[config.mk]
export PLATFORM = sky130hd
export DESIGN_NAME = dram_row_close_policy
export DESIGN_NICKNAME = d
export VERILOG_FILES = /design/src/design/drcp_pkg.sv /design/src/design/dram_row_close_policy.sv /design/src/design/drcp_counters.sv /design/src/design/drcp_decide.sv
export VERILOG_INCLUDE_DIRS = /design/src /design/src/design
export SDC_FILE = /design/constraint.sdc
export NUM_CORES = 1
export LEC_CHECK = 0
export BUFFER_PORTS_ARGS = -buffer_cell sky130_fd_sc_hd__buf_2
export CAP_MARGIN = 25
export CORE_ASPECT_RATIO = 1.4
export CORE_MARGIN = 3
export CORE_UTILIZATION = 50
export DETAILED_ROUTE_END_ITERATION = 8
export PLACE_DENSITY = 0.66
export RECOVER_POWER = 25
export SETUP_SLACK_MARGIN = 0.1
export SLEW_MARGIN = 20
export SYNTH_ARGS = -nofsm -noshare
export SYNTH_HDL_FRONTEND = slang
export SYNTH_SLANG_ARGS = --single-unit
[constraint.sdc]
create_clock -name i_clk -period 10.36 [get_ports i_clk]
set_clock_uncertainty 0.05 [all_clocks]
set_input_delay 1.036 -clock i_clk [delete_from_list [all_inputs] [get_ports i_clk]]
set_output_delay 1.036 -clock i_clk [all_outputs]
set_load 0.05 [all_outputs]
[src/design/dram_row_close_policy_assert.svh]
// Assertion macros used by the row close policy RTL.
`ifndef DRAM_ROW_CLOSE_POLICY_ASSERT_SVH
`define DRAM_ROW_CLOSE_POLICY_ASSERT_SVH

// Checks a consequent in the same cycle as its trigger.
`define DRCP_ASSERT_SAME(label, trig, expr) \
    label: assert property (@(posedge i_clk) disable iff (!i_rst_n) \
        (trig) |-> (expr)) else $error("assertion failed: label");

// Checks a consequent in the cycle after its trigger.
`define DRCP_ASSERT_NEXT(label, trig, expr) \
    label: assert property (@(posedge i_clk) disable iff (!i_rst_n) \
        (trig) |=> (expr)) else $error("assertion failed: label");

`endif

[src/design/drcp_pkg.sv]
// Package with item types, register codes and command codes for the row close policy.
`timescale 1ns / 1ps
`default_nettype none

package drcp_pkg;

    // Command kinds.
    localparam logic [1:0] KIND_NONE   = 2'd0;
    localparam logic [1:0] KIND_PRE    = 2'd1;
    localparam logic [1:0] KIND_ACCESS = 2'd2;

    // Request types.
    localparam logic [1:0] REQ_READ  = 2'd0;
    localparam logic [1:0] REQ_WRITE = 2'd1;

    // Data classes.
    localparam logic [1:0] CLASS_WEIGHT = 2'd0;
    localparam logic [1:0] CLASS_KV     = 2'd1;

    // Configuration register indexes.
    localparam logic [1:0] CFG_POLICY_MODE  = 2'd0;
    localparam logic [1:0] CFG_CLOSE_CAP    = 2'd1;
    localparam logic [1:0] CFG_COLUMN_COUNT = 2'd2;

    localparam int CFG_DATA_BITS = 24;

    // Policy modes.
    localparam logic MODE_CAPPED   = 1'b0;
    localparam logic MODE_ADAPTIVE = 1'b1;

    localparam logic [23:0] CAP_RESET     = 24'd10000000;
    localparam logic [10:0] COLUMNS_RESET = 11'd1024;

    typedef struct packed {
        logic [1:0]  command_kind;
        logic [1:0]  request_type;
        logic [1:0]  data_class;
        logic        rank_index;
        logic        group_all;
        logic [1:0]  group_index;
        logic        bank_all;
        logic [1:0]  bank_index;
        logic [15:0] row_address;
        logic [9:0]  column_address;
    } t_cmd_item;

    typedef struct packed {
        logic        issue_close;
        logic        close_rank;
        logic [1:0]  close_group;
        logic [1:0]  close_bank;
        logic [15:0] close_row;
        logic [31:0] closes_issued;
    } t_close_item;

    typedef struct packed {
        logic        policy_mode;
        logic [23:0] close_cap;
        logic [10:0] column_count;
    } t_cfg;

endpackage

`default_nettype wire

[src/design/dram_row_close_policy.sv]
// An accepted item passes the input register and then the result register before its result strobes.
// Throughput: one item per cycle; the bank counter read, update and write back all happen in the same cycle.
// Reset: synchronous, active low; clears all bank counters and the close total,
// and returns the registers to capped mode, a cap of 10000000 and 1024 columns.
// The receiver cannot stall: every result is shown for exactly one cycle on o_done.
`timescale 1ns / 1ps
`default_nettype none

module dram_row_close_policy
    import drcp_pkg::*;
#(
    parameter int NUM_RANKS  = 2,
    parameter int NUM_GROUPS = 4,
    parameter int NUM_BANKS  = 4,
    parameter int COUNT_BITS = 24
) (
    input  wire logic                     i_clk,
    input  wire logic                     i_rst_n,
    input  wire logic                     start,
    output logic                          busy,
    input  wire t_cmd_item                i_cmd,
    output logic                          o_done,
    output t_close_item                   o_result,
    input  wire logic                     i_cfg_we,
    input  wire logic [1:0]               i_cfg_index,
    input  wire logic [CFG_DATA_BITS-1:0] i_cfg_data
);

    `include "dram_row_close_policy_assert.svh"

    // The block never holds an item off: each command is settled in one pass.
    assign busy = 1'b0;

    // Configuration registers.
    t_cfg r_cfg;

    always_ff @(posedge i_clk) begin
        if (!i_rst_n) begin
            r_cfg.policy_mode  <= MODE_CAPPED;
            r_cfg.close_cap    <= CAP_RESET;
            r_cfg.column_count <= COLUMNS_RESET;
        end else if (i_cfg_we) begin
            unique case (i_cfg_index)
                CFG_POLICY_MODE:  r_cfg.policy_mode  <= i_cfg_data[0];
                CFG_CLOSE_CAP:    r_cfg.close_cap    <= i_cfg_data[23:0];
                CFG_COLUMN_COUNT: r_cfg.column_count <= i_cfg_data[10:0];
                default: ;
            endcase
        end
    end

    // Input register: the accepted item waits here for its single pass.
    logic      r_in_valid;
    t_cmd_item r_in;

    always_ff @(posedge i_clk) begin
        if (!i_rst_n) begin
            r_in_valid <= 1'b0;
        end else begin
            r_in_valid <= start && !busy;
        end
    end

    always_ff @(posedge i_clk) begin
        r_in <= i_cmd;
    end

    // Counter file and policy decision. The counter chosen by the item is read,
    // judged and written back in the same cycle, so consecutive accesses to one
    // bank see each other's updates without any forwarding.
    logic                  access_ok;
    logic [COUNT_BITS-1:0] count;
    logic [COUNT_BITS-1:0] next_count;
    logic                  issue;

    drcp_counters #(
        .NUM_RANKS  (NUM_RANKS),
        .NUM_GROUPS (NUM_GROUPS),
        .NUM_BANKS  (NUM_BANKS),
        .COUNT_BITS (COUNT_BITS)
    ) u_counters (
        .i_clk       (i_clk),
        .i_rst_n     (i_rst_n),
        .i_valid     (r_in_valid),
        .i_item      (r_in),
        .i_wr_count  (next_count),
        .o_access_ok (access_ok),
        .o_count     (count)
    );

    drcp_decide #(
        .COUNT_BITS (COUNT_BITS)
    ) u_decide (
        .i_cfg        (r_cfg),
        .i_item       (r_in),
        .i_access_ok  (access_ok),
        .i_count      (count),
        .o_issue      (issue),
        .o_next_count (next_count)
    );

    // Result register. The close address is zero unless a close is issued, and
    // the total reflects every close up to and including this item.
    logic        r_done;
    logic        r_issue;
    logic        r_rank;
    logic [1:0]  r_group;
    logic [1:0]  r_bank;
    logic [15:0] r_row;
    logic [31:0] r_total;

    always_ff @(posedge i_clk) begin
        if (!i_rst_n) begin
            r_done  <= 1'b0;
            r_total <= '0;
        end else begin
            r_done <= r_in_valid;
            if (issue) begin
                r_total <= r_total + 32'd1;
            end
        end
    end

    always_ff @(posedge i_clk) begin
        r_issue <= issue;
        r_rank  <= issue ? r_in.rank_index  : 1'b0;
        r_group <= issue ? r_in.group_index : 2'd0;
        r_bank  <= issue ? r_in.bank_index  : 2'd0;
        r_row   <= issue ? r_in.row_address : 16'd0;
    end

    assign o_done                 = r_done;
    assign o_result.issue_close   = r_issue;
    assign o_result.close_rank    = r_rank;
    assign o_result.close_group   = r_group;
    assign o_result.close_bank    = r_bank;
    assign o_result.close_row     = r_row;
    assign o_result.closes_issued = r_total;

    // An issued close advances the running total by exactly one.
    `DRCP_ASSERT_SAME(a_total_steps, o_done && o_result.issue_close, o_result.closes_issued == $past(o_result.closes_issued) + 32'd1)
    // Without a close the total does not move.
    `DRCP_ASSERT_SAME(a_total_holds, !(o_done && o_result.issue_close), $stable(o_result.closes_issued))
    // A close is only decided for an accepted access command.
    `DRCP_ASSERT_SAME(a_issue_needs_access, issue, r_in_valid && r_in.command_kind == KIND_ACCESS)
    // Every accepted item yields a result once it has passed the input and result registers.
    `DRCP_ASSERT_NEXT(a_item_to_result, start && !busy, ##1 o_done)

endmodule

`default_nettype wire

[src/design/drcp_counters.sv]
// Per-bank column access counters with precharge clearing and access update.
`timescale 1ns / 1ps
`default_nettype none

module drcp_counters
    import drcp_pkg::*;
#(
    parameter int NUM_RANKS  = 2,
    parameter int NUM_GROUPS = 4,
    parameter int NUM_BANKS  = 4,
    parameter int COUNT_BITS = 24
) (
    input  wire logic                  i_clk,
    input  wire logic                  i_rst_n,
    input  wire logic                  i_valid,
    input  wire t_cmd_item             i_item,
    input  wire logic [COUNT_BITS-1:0] i_wr_count,
    output logic                       o_access_ok,
    output logic [COUNT_BITS-1:0]      o_count
);

    localparam int TABLE = NUM_RANKS * NUM_GROUPS * NUM_BANKS;
    localparam int IDX_W = (TABLE > 1) ? $clog2(TABLE) : 1;

    logic [COUNT_BITS-1:0] r_count [TABLE];
    logic [COUNT_BITS-1:0] n_count [TABLE];
    logic [IDX_W-1:0]      idx;
    logic                  is_pre;

    // An access counts only with real group and bank addresses in range.
    assign o_access_ok = i_valid && (i_item.command_kind == KIND_ACCESS) &&
                         !i_item.group_all && !i_item.bank_all &&
                         (32'(i_item.rank_index) < NUM_RANKS) &&
                         (32'(i_item.group_index) < NUM_GROUPS) &&
                         (32'(i_item.bank_index) < NUM_BANKS);

    assign idx = IDX_W'(32'(i_item.bank_index) +
                        32'(i_item.group_index) * NUM_BANKS +
                        32'(i_item.rank_index) * NUM_BANKS * NUM_GROUPS);

    assign o_count = r_count[idx];
    assign is_pre  = i_valid && (i_item.command_kind == KIND_PRE);

    always_comb begin
        for (int e = 0; e < TABLE; e++) begin
            int  r, g, b;
            logic clr;
            r = e / (NUM_BANKS * NUM_GROUPS);
            g = (e / NUM_BANKS) % NUM_GROUPS;
            b = e % NUM_BANKS;
            clr = 1'b0;
            if (is_pre && 32'(i_item.rank_index) == r) begin
                if (i_item.group_all && i_item.bank_all) begin
                    clr = 1'b1;
                end else if (i_item.group_all) begin
                    clr = (32'(i_item.bank_index) == b);
                end else if (!i_item.bank_all) begin
                    clr = (32'(i_item.bank_index) == b) &&
                          (32'(i_item.group_index) == g);
                end
            end
            n_count[e] = r_count[e];
            if (clr) begin
                n_count[e] = '0;
            end else if (o_access_ok && idx == IDX_W'(e)) begin
                n_count[e] = i_wr_count;
            end
        end
    end

    always_ff @(posedge i_clk) begin
        for (int e = 0; e < TABLE; e++) begin
            if (!i_rst_n) begin
                r_count[e] <= '0;
            end else begin
                r_count[e] <= n_count[e];
            end
        end
    end

endmodule

`default_nettype wire

[src/design/drcp_decide.sv]
// Close decision and next counter value for one access.
`timescale 1ns / 1ps
`default_nettype none

module drcp_decide
    import drcp_pkg::*;
#(
    parameter int COUNT_BITS = 24
) (
    input  wire t_cfg                  i_cfg,
    input  wire t_cmd_item             i_item,
    input  wire logic                  i_access_ok,
    input  wire logic [COUNT_BITS-1:0] i_count,
    output logic                       o_issue,
    output logic [COUNT_BITS-1:0]      o_next_count
);

    localparam int CMP_W = (COUNT_BITS > 24) ? COUNT_BITS : 24;

    logic [COUNT_BITS-1:0] inc;
    logic                  last_col;
    logic                  want;

    assign inc = (i_count == {COUNT_BITS{1'b1}}) ? i_count : i_count + 1'b1;

    assign last_col = (i_cfg.column_count != 11'd0) &&
                      ({1'b0, i_item.column_address} == i_cfg.column_count - 11'd1);

    always_comb begin
        want = 1'b0;
        if (i_cfg.policy_mode == MODE_CAPPED) begin
            want = CMP_W'(inc) >= CMP_W'(i_cfg.close_cap);
        end else if (i_item.request_type == REQ_WRITE) begin
            want = (i_item.data_class == CLASS_KV) ||
                   ((i_item.data_class == CLASS_WEIGHT) && last_col);
        end else if (i_item.request_type == REQ_READ) begin
            want = last_col;
        end
    end

    assign o_issue      = i_access_ok && want;
    assign o_next_count = want ? '0 : inc;

endmodule

`default_nettype wire

==> results.toml, run 1 <==
[clock_tree]
clk_pin_slew_ps = 70
ctsHoldBuffers = 0
cts_tree = "done"
numCtsBuffers = 83
cts.path.max_buffers = 3
numClockSinks = 899
post_cts_resize_count = 0
clk_latency_ps = 650
post_cts_buffers = 0
root_buffer = "clkbuf_16"
h-tree-depth = 3

[place]
dp_cells = 4134
post-place-ws_ps = 2360
portBuffers = 123
gp_congestion = 1.02
hpwl_um = 82600

[critical_path]
end_kind = "flop"
worst_r2r_path_depth = 19
critPathMaxFanout = 51
cp.buffers_inverters = 4
crit_cells = 19
path_class = "reg2reg"
cp-start-kind = "flop"
critPathTopFamily = "simple AND/OR/NAND/NOR gates"
cpPeakStageDelay_ps = 860
crit_chain = "nand3_1 > buf_4 > o22ai_1 > a2111oi_0 > a21oi_1 > or4b_1 > or3_1 > a311oi_1 > xnor2_2 > buf_4 > inv_2 > ha_1 > or3_1 > o21ai_0 > a21oi_1 > o311ai_4 > buf_4 > nand3_1 > a21oi_1"
worstPathArrival_ps = 8750
crit_slowest_cell = "dfxtp_4"
required_ps = 10750

[detailed_routing]
drtIter0Drc = 3929
drtPass1Iterations = 6
wirelength_um = 125000
vias = 27683
drc = 0
post_drt_wl_per_cell_um = 29.2
route.antenna.remaining_nets = 0
vias_per_cell = 6.45

[logic_synthesis]
synth.avg_cell_area_sq_um = 12.9
synth.area.top_cells = "edfxtp_1, mux4_2, nor2_1, dfxtp_1, mux2i_1"
syn_nets = 3193
ys_types = 85
synth-edff-count = 768
yosys_warnings = 0
synth_area_sq_mm = 0.0400
seq_area_frac_synth = 0.642
synth_flop_cell = "edfxtp_1"
async_flop_share = 0
yosysTopAreaCell = "edfxtp_1"
synth_cells = 3097
synth_top_area_frac = 0.576
synth_seq_cells = 899

[die]
initial_core_util = 0.505
num_rows = 122
die_h_um = 341
ios = 125
core_area_sq_mm = 0.0792
dieArea_sq_mm = 0.0835
die_x_um = 245

[global_routing]
grt_pass1_vias = 27574
grt-ovfl-total = 0
antenna_found_initial = 2
grt_pass1_wl_um = 183000
grt_max_degree = 65
grt_use_total = 0.299

[power]
p_per_area_mw_per_mm2 = 180
total_power_mw = 7.97
irDropWorstVdd_v = 0.000163
leakage_nw = 16.1

[outcome]
violations = "max-capacitance violations, max-slew violations"
status = "finished with violations"

[sta]
slew_viol_final = 501
setup_ws_ps = 2000
rsz0062_at_grt = "false"
fin_crit_ps = 8360
hold_viol = 0
timing.final.crit_share = 0.807
tightest_slew_ps = 2280
setup_tns_ps = 0
setup_viol = 0
relSlewSlack = -0.521
fmax_mhz = 120

[worst_hold_path]
worstHoldPathCells = 1
hp-class = "reg2reg"

[layout]
areaGrowthSynthToFinish_pct = 10.9
utilization = 0.560
fin_cells = 4289
nets = 3262
fill_cells = 6475
antenna_cells = 0
drive_gt1_frac = 0.158

[run]
drv_cap = 18
## cell usage after synthesis, types with 15 or more instances
library cell and count:
edfxtp_1 768, xor2_1 15, dfxtp_1 131, nor2_1 704, mux4_2 135, nand4_1 27
a22oi_1 16, buf_2 59, clkbuf_1 133, xnor2_1 21, nand2_1 153, inv_1 42
mux2i_1 130, and3_1 29, nor3_1 58, a21oi_1 134, nor4_1 34, nand2b_1 18
o22ai_1 26, ha_1 27, o21ai_0 51, buf_6 21, buf_4 26, mux2_2 23
o221ai_1 25, nand3_1 61
## flip-flops by register name (all words and copies together), names as in the netlist
| signal | count |
|---|---|
| u_counters.r_count | 768 |
| r_in | 39 |
| r_cfg | 36 |
| r_total | 32 |
| r_row | 16 |
| r_bank | 2 |
| r_group | 2 |
| o_done | 1 |
| r_in_valid | 1 |
| r_issue | 1 |
| r_rank | 1 |
## final cells by class
cell class              count  area, sq um  share of cell area
inverters                  51          191             0.00432
well taps                1054         1320              0.0297
repair buffers            231         1320              0.0298
flip-flops and latches    899        25700               0.579
clock buffers             107         2310              0.0522
clock inverters            47          387             0.00872
multi-input cells        1900        13100               0.296
## layer usage
metal  vias to the layer above  track usage  share of wire
li1                      11587            -              -
met2                      1842        0.506           0.49
met5                         -            0       0.000080
met3                       408       0.0553          0.099
met4                         2        0.164          0.064
met1                     13844        0.363           0.34
## cells in the final DEF (no fill, tap or decap), types with 42 or more instances in the layout
cell / netlist / final
nor3_1: 58 / 55
mux4_2: 135 / 135
dfxtp_1: 131 / 126
inv_1: 42 / 42
clkbuf_1: 133 / 93
buf_2: 59 / 62
nand2_1: 153 / 153
a21oi_1: 134 / 134
edfxtp_1: 768 / 768
buf_4: 26 / 85
nand3_1: 61 / 61
mux2i_1: 130 / 129
nor2_1: 704 / 704
clkbuf_16: 0 / 87
## path summary, 6_finish.rpt
path / from / to / slack (ps)
max: r_in[29] / u_counters.r_count[21][21] / 2000
min: r_in[10] / r_row[0] / 400
max reg2reg: r_in[29] / u_counters.r_count[21][21] / 2000
min reg2reg: r_in[10] / r_row[0] / 400
## report_power, final
part	internal (mW)	total (mW)	switching (mW)	leakage, nW
clock	1.69	3.05	1.36	1.34
sequential	4.04	4.09	0.0530	9.01
combinational	0.227	0.832	0.605	5.73
## metrics by stage
stage	hold WS, ps	cell area (sq um)
floorplan	379	40000
global placement	380	41900
detailed placement	388	41900
CTS	403	44600
global route	419	44400
finish	397	44400
## cells by family after synthesis
group	Yosys count	synth area share
other cells	1	0.0000937
simple gates	1171	0.128
flops	899	0.642
buf+inv	298	0.0367
xor+xnor	37	0.00829
fa+ha+maj	27	0.00844
mux	288	0.115
compound gates	376	0.0614
(Power assumes the default switching activity.)
==> inputs of run 2 (changes only) <==
--- a/config.mk
+++ b/config.mk
@@ -6,6 +6,7 @@
 export SDC_FILE = /design/constraint.sdc
 export NUM_CORES = 1
 export LEC_CHECK = 0
+export ABC_AREA = 1
 export BUFFER_PORTS_ARGS = -buffer_cell sky130_fd_sc_hd__buf_2
 export CAP_MARGIN = 25
 export CORE_ASPECT_RATIO = 1.4
==> constraint.sdc (replaced) <==
create_clock -name i_clk -period 8.55 [get_ports i_clk]
set_clock_uncertainty 0.05 [all_clocks]
set_input_delay 0.855 -clock i_clk [delete_from_list [all_inputs] [get_ports i_clk]]
set_output_delay 0.855 -clock i_clk [all_outputs]
set_load 0.05 [all_outputs]
==> run 2 against run 1 <==
The flow still finishes with violations (max-capacitance violations, max-slew violations). Synthesized cell count is 53% higher. Routed wire length increased by 11%. Global-route usage increased by 0.87 points. Critical path depth increased by 13. Hold slack worse by 160 ps.
==> results.toml, run 2 <==
[clock_tree]
clk_pin_slew_ps = 70
ctsHoldBuffers = 0
numClockSinks = 899
h-tree-depth = 3
clk_latency_ps = 670
cts_tree = "done"
post_cts_buffers = 0
post_cts_resize_count = 0
root_buffer = "clkbuf_16"
cts.path.max_buffers = 3
numCtsBuffers = 86

[sta]
timing.final.crit_share = 0.875
fmax_mhz = 134
hold_viol = 0
setup_tns_ps = 0
relSlewSlack = -0.836
setup_ws_ps = 1070
rsz0062_at_grt = "false"
slew_viol_final = 455
fin_crit_ps = 7480
setup_viol = 0
tightest_slew_ps = 2750
whs_ps = 239

[critical_path]
worstPathArrival_ps = 7900
crit_slowest_cell = "clkbuf_1"
cp.buffers_inverters = 7
cp-start-kind = "flop"
critPathMaxFanout = 32
cp_common_cell = "nand2_1"
cpPeakStageDelay_ps = 1090
end_kind = "flop"
required_ps = 8970
critPathTopFamily = "simple AND/OR/NAND/NOR gates"
path_class = "reg2reg"

[detailed_routing]
wirelength_um = 139000
post_drt_wl_per_cell_um = 23.4
drc = 0
vias_per_cell = 5.63
vias = 33294
route.antenna.remaining_nets = 0
drtIter0Drc = 3598
drtPass1Iterations = 6

[logic_synthesis]
synth.area.top_cells = "edfxtp_1, nand2_1, nor2_1, dfxtp_1, nor2_2"
synth.avg_cell_area_sq_um = 9.11
synth-edff-count = 768
seq_area_frac_synth = 0.593
syn_nets = 4848
synth_common_cells = "nand2_1, nor2_1, edfxtp_1"
async_flop_share = 0
synth_seq_cells = 899
yosysMostFrequentCell = "nand2_1"
yosysTopAreaCell = "edfxtp_1"
synth_cells = 4752
synth_top_area_frac = 0.533
yosys_warnings = 0
synth_area_sq_mm = 0.0433
synth_flop_cell = "edfxtp_1"
ys_types = 38

[layout]
nets = 4843
top_regs = "u_counters.r_count (768), r_in (39), r_cfg (36)"
regMostFlops = "u_counters.r_count"
layout_common_cells = "nand2_1, nor2_1, edfxtp_1, nor2_2, dfxtp_1"
areaGrowthSynthToFinish_pct = 8.59
largest_register_ffs = 768
final_common_cell = "nand2_1"
drive_gt1_frac = 0.131

[worst_hold_path]
hp-class = "in2reg"

[die]
dieArea_sq_mm = 0.0902
ios = 125
initial_core_util = 0.504
die_h_um = 354
core_area_sq_mm = 0.0858
num_rows = 127
die_x_um = 255

[global_routing]
grt-ovfl-total = 0
grt_max_degree = 158
grt_use_total = 0.308
grt_pass1_wl_um = 205000
grt_pass1_vias = 32192
antenna_found_initial = 1

[place]
post-place-ws_ps = 1660
gp_congestion = 0.960
portBuffers = 123
hpwl_um = 85700

[power]
irDropWorstVdd_v = 0.000167
leakage_nw = 18.8
p_per_area_mw_per_mm2 = 215

[outcome]
violations = "max-capacitance violations, max-slew violations"
status = "finished with violations"

[run]
drv_cap = 16
-- run 2: area by class of cell --
class	count	area, sq um
Inverter	132	504
Tap cell	1096	1370
Timing Repair Buffer	227	1410
Multi-Input combinational cell	3401	15100
Sequential cell	899	25700
Fill cell	7799	38800
Clock inverter	43	403
Antenna cell	1	2.50
Clock buffer	117	2500
-- run 2: logic make-up after synthesis --
logic type,Yosys count,share of synthesized area
AND/OR/NAND/NOR,3126,0.304
flip-flops,899,0.593
other,1,0.0000866
adder cells (fa/ha/maj),27,0.00780
XOR/XNOR,52,0.0105
AO/OA/AOI/OAI,195,0.0246
buffers and inverters,452,0.0598
-- run 2: per-layer routing --
layer / up-vias / global-route usage / share of wire
met5: - / 0 / 0.000065
met4: 2 / 0.184 / 0.067
met3: 365 / 0.0506 / 0.088
met2: 1691 / 0.511 / 0.48
met1: 15969 / 0.378 / 0.36
li1: 15267 / - / -
-- run 2: stage by stage --
| step | total power [mW] | std cells | instance area (sq um) | utilization |
|---|---|---|---|---|
| after detailed placement | 6.24 | 5755 | 44200 | 0.516 |
| after CTS | 10.1 | 5915 | 47100 | 0.549 |
| final | 10.1 | 5916 | 47000 | 0.548 |
| after global placement | 6.23 | 5754 | 44200 | 0.515 |
| after global routing | 10.4 | 5915 | 47000 | 0.548 |
| after floorplan | 5.84 | 4752 | 43300 | - |
-- run 2: where the power goes --
part           switching (mW)  internal (mW)  total, mW
Sequential             0.0532           4.90       4.95
Clock                    1.70           2.25       3.94
Combinational           0.984          0.236       1.22
Total                    2.73           7.38       10.1
-- run 2: worst paths after layout --
| path | startpoint | depth (start not counted) | slack [ps] | to |
|---|---|---|---|---|
| max reg2reg | r_in[27] | 32 | 1070 | u_counters.r_count[4][11] |
| min | i_cmd[28] | 1 | 240 | r_in[28] |
| min reg2reg | r_in[25] | 2 | 360 | r_row[15] |
| max | r_in[27] | 32 | 1070 | u_counters.r_count[4][11] |
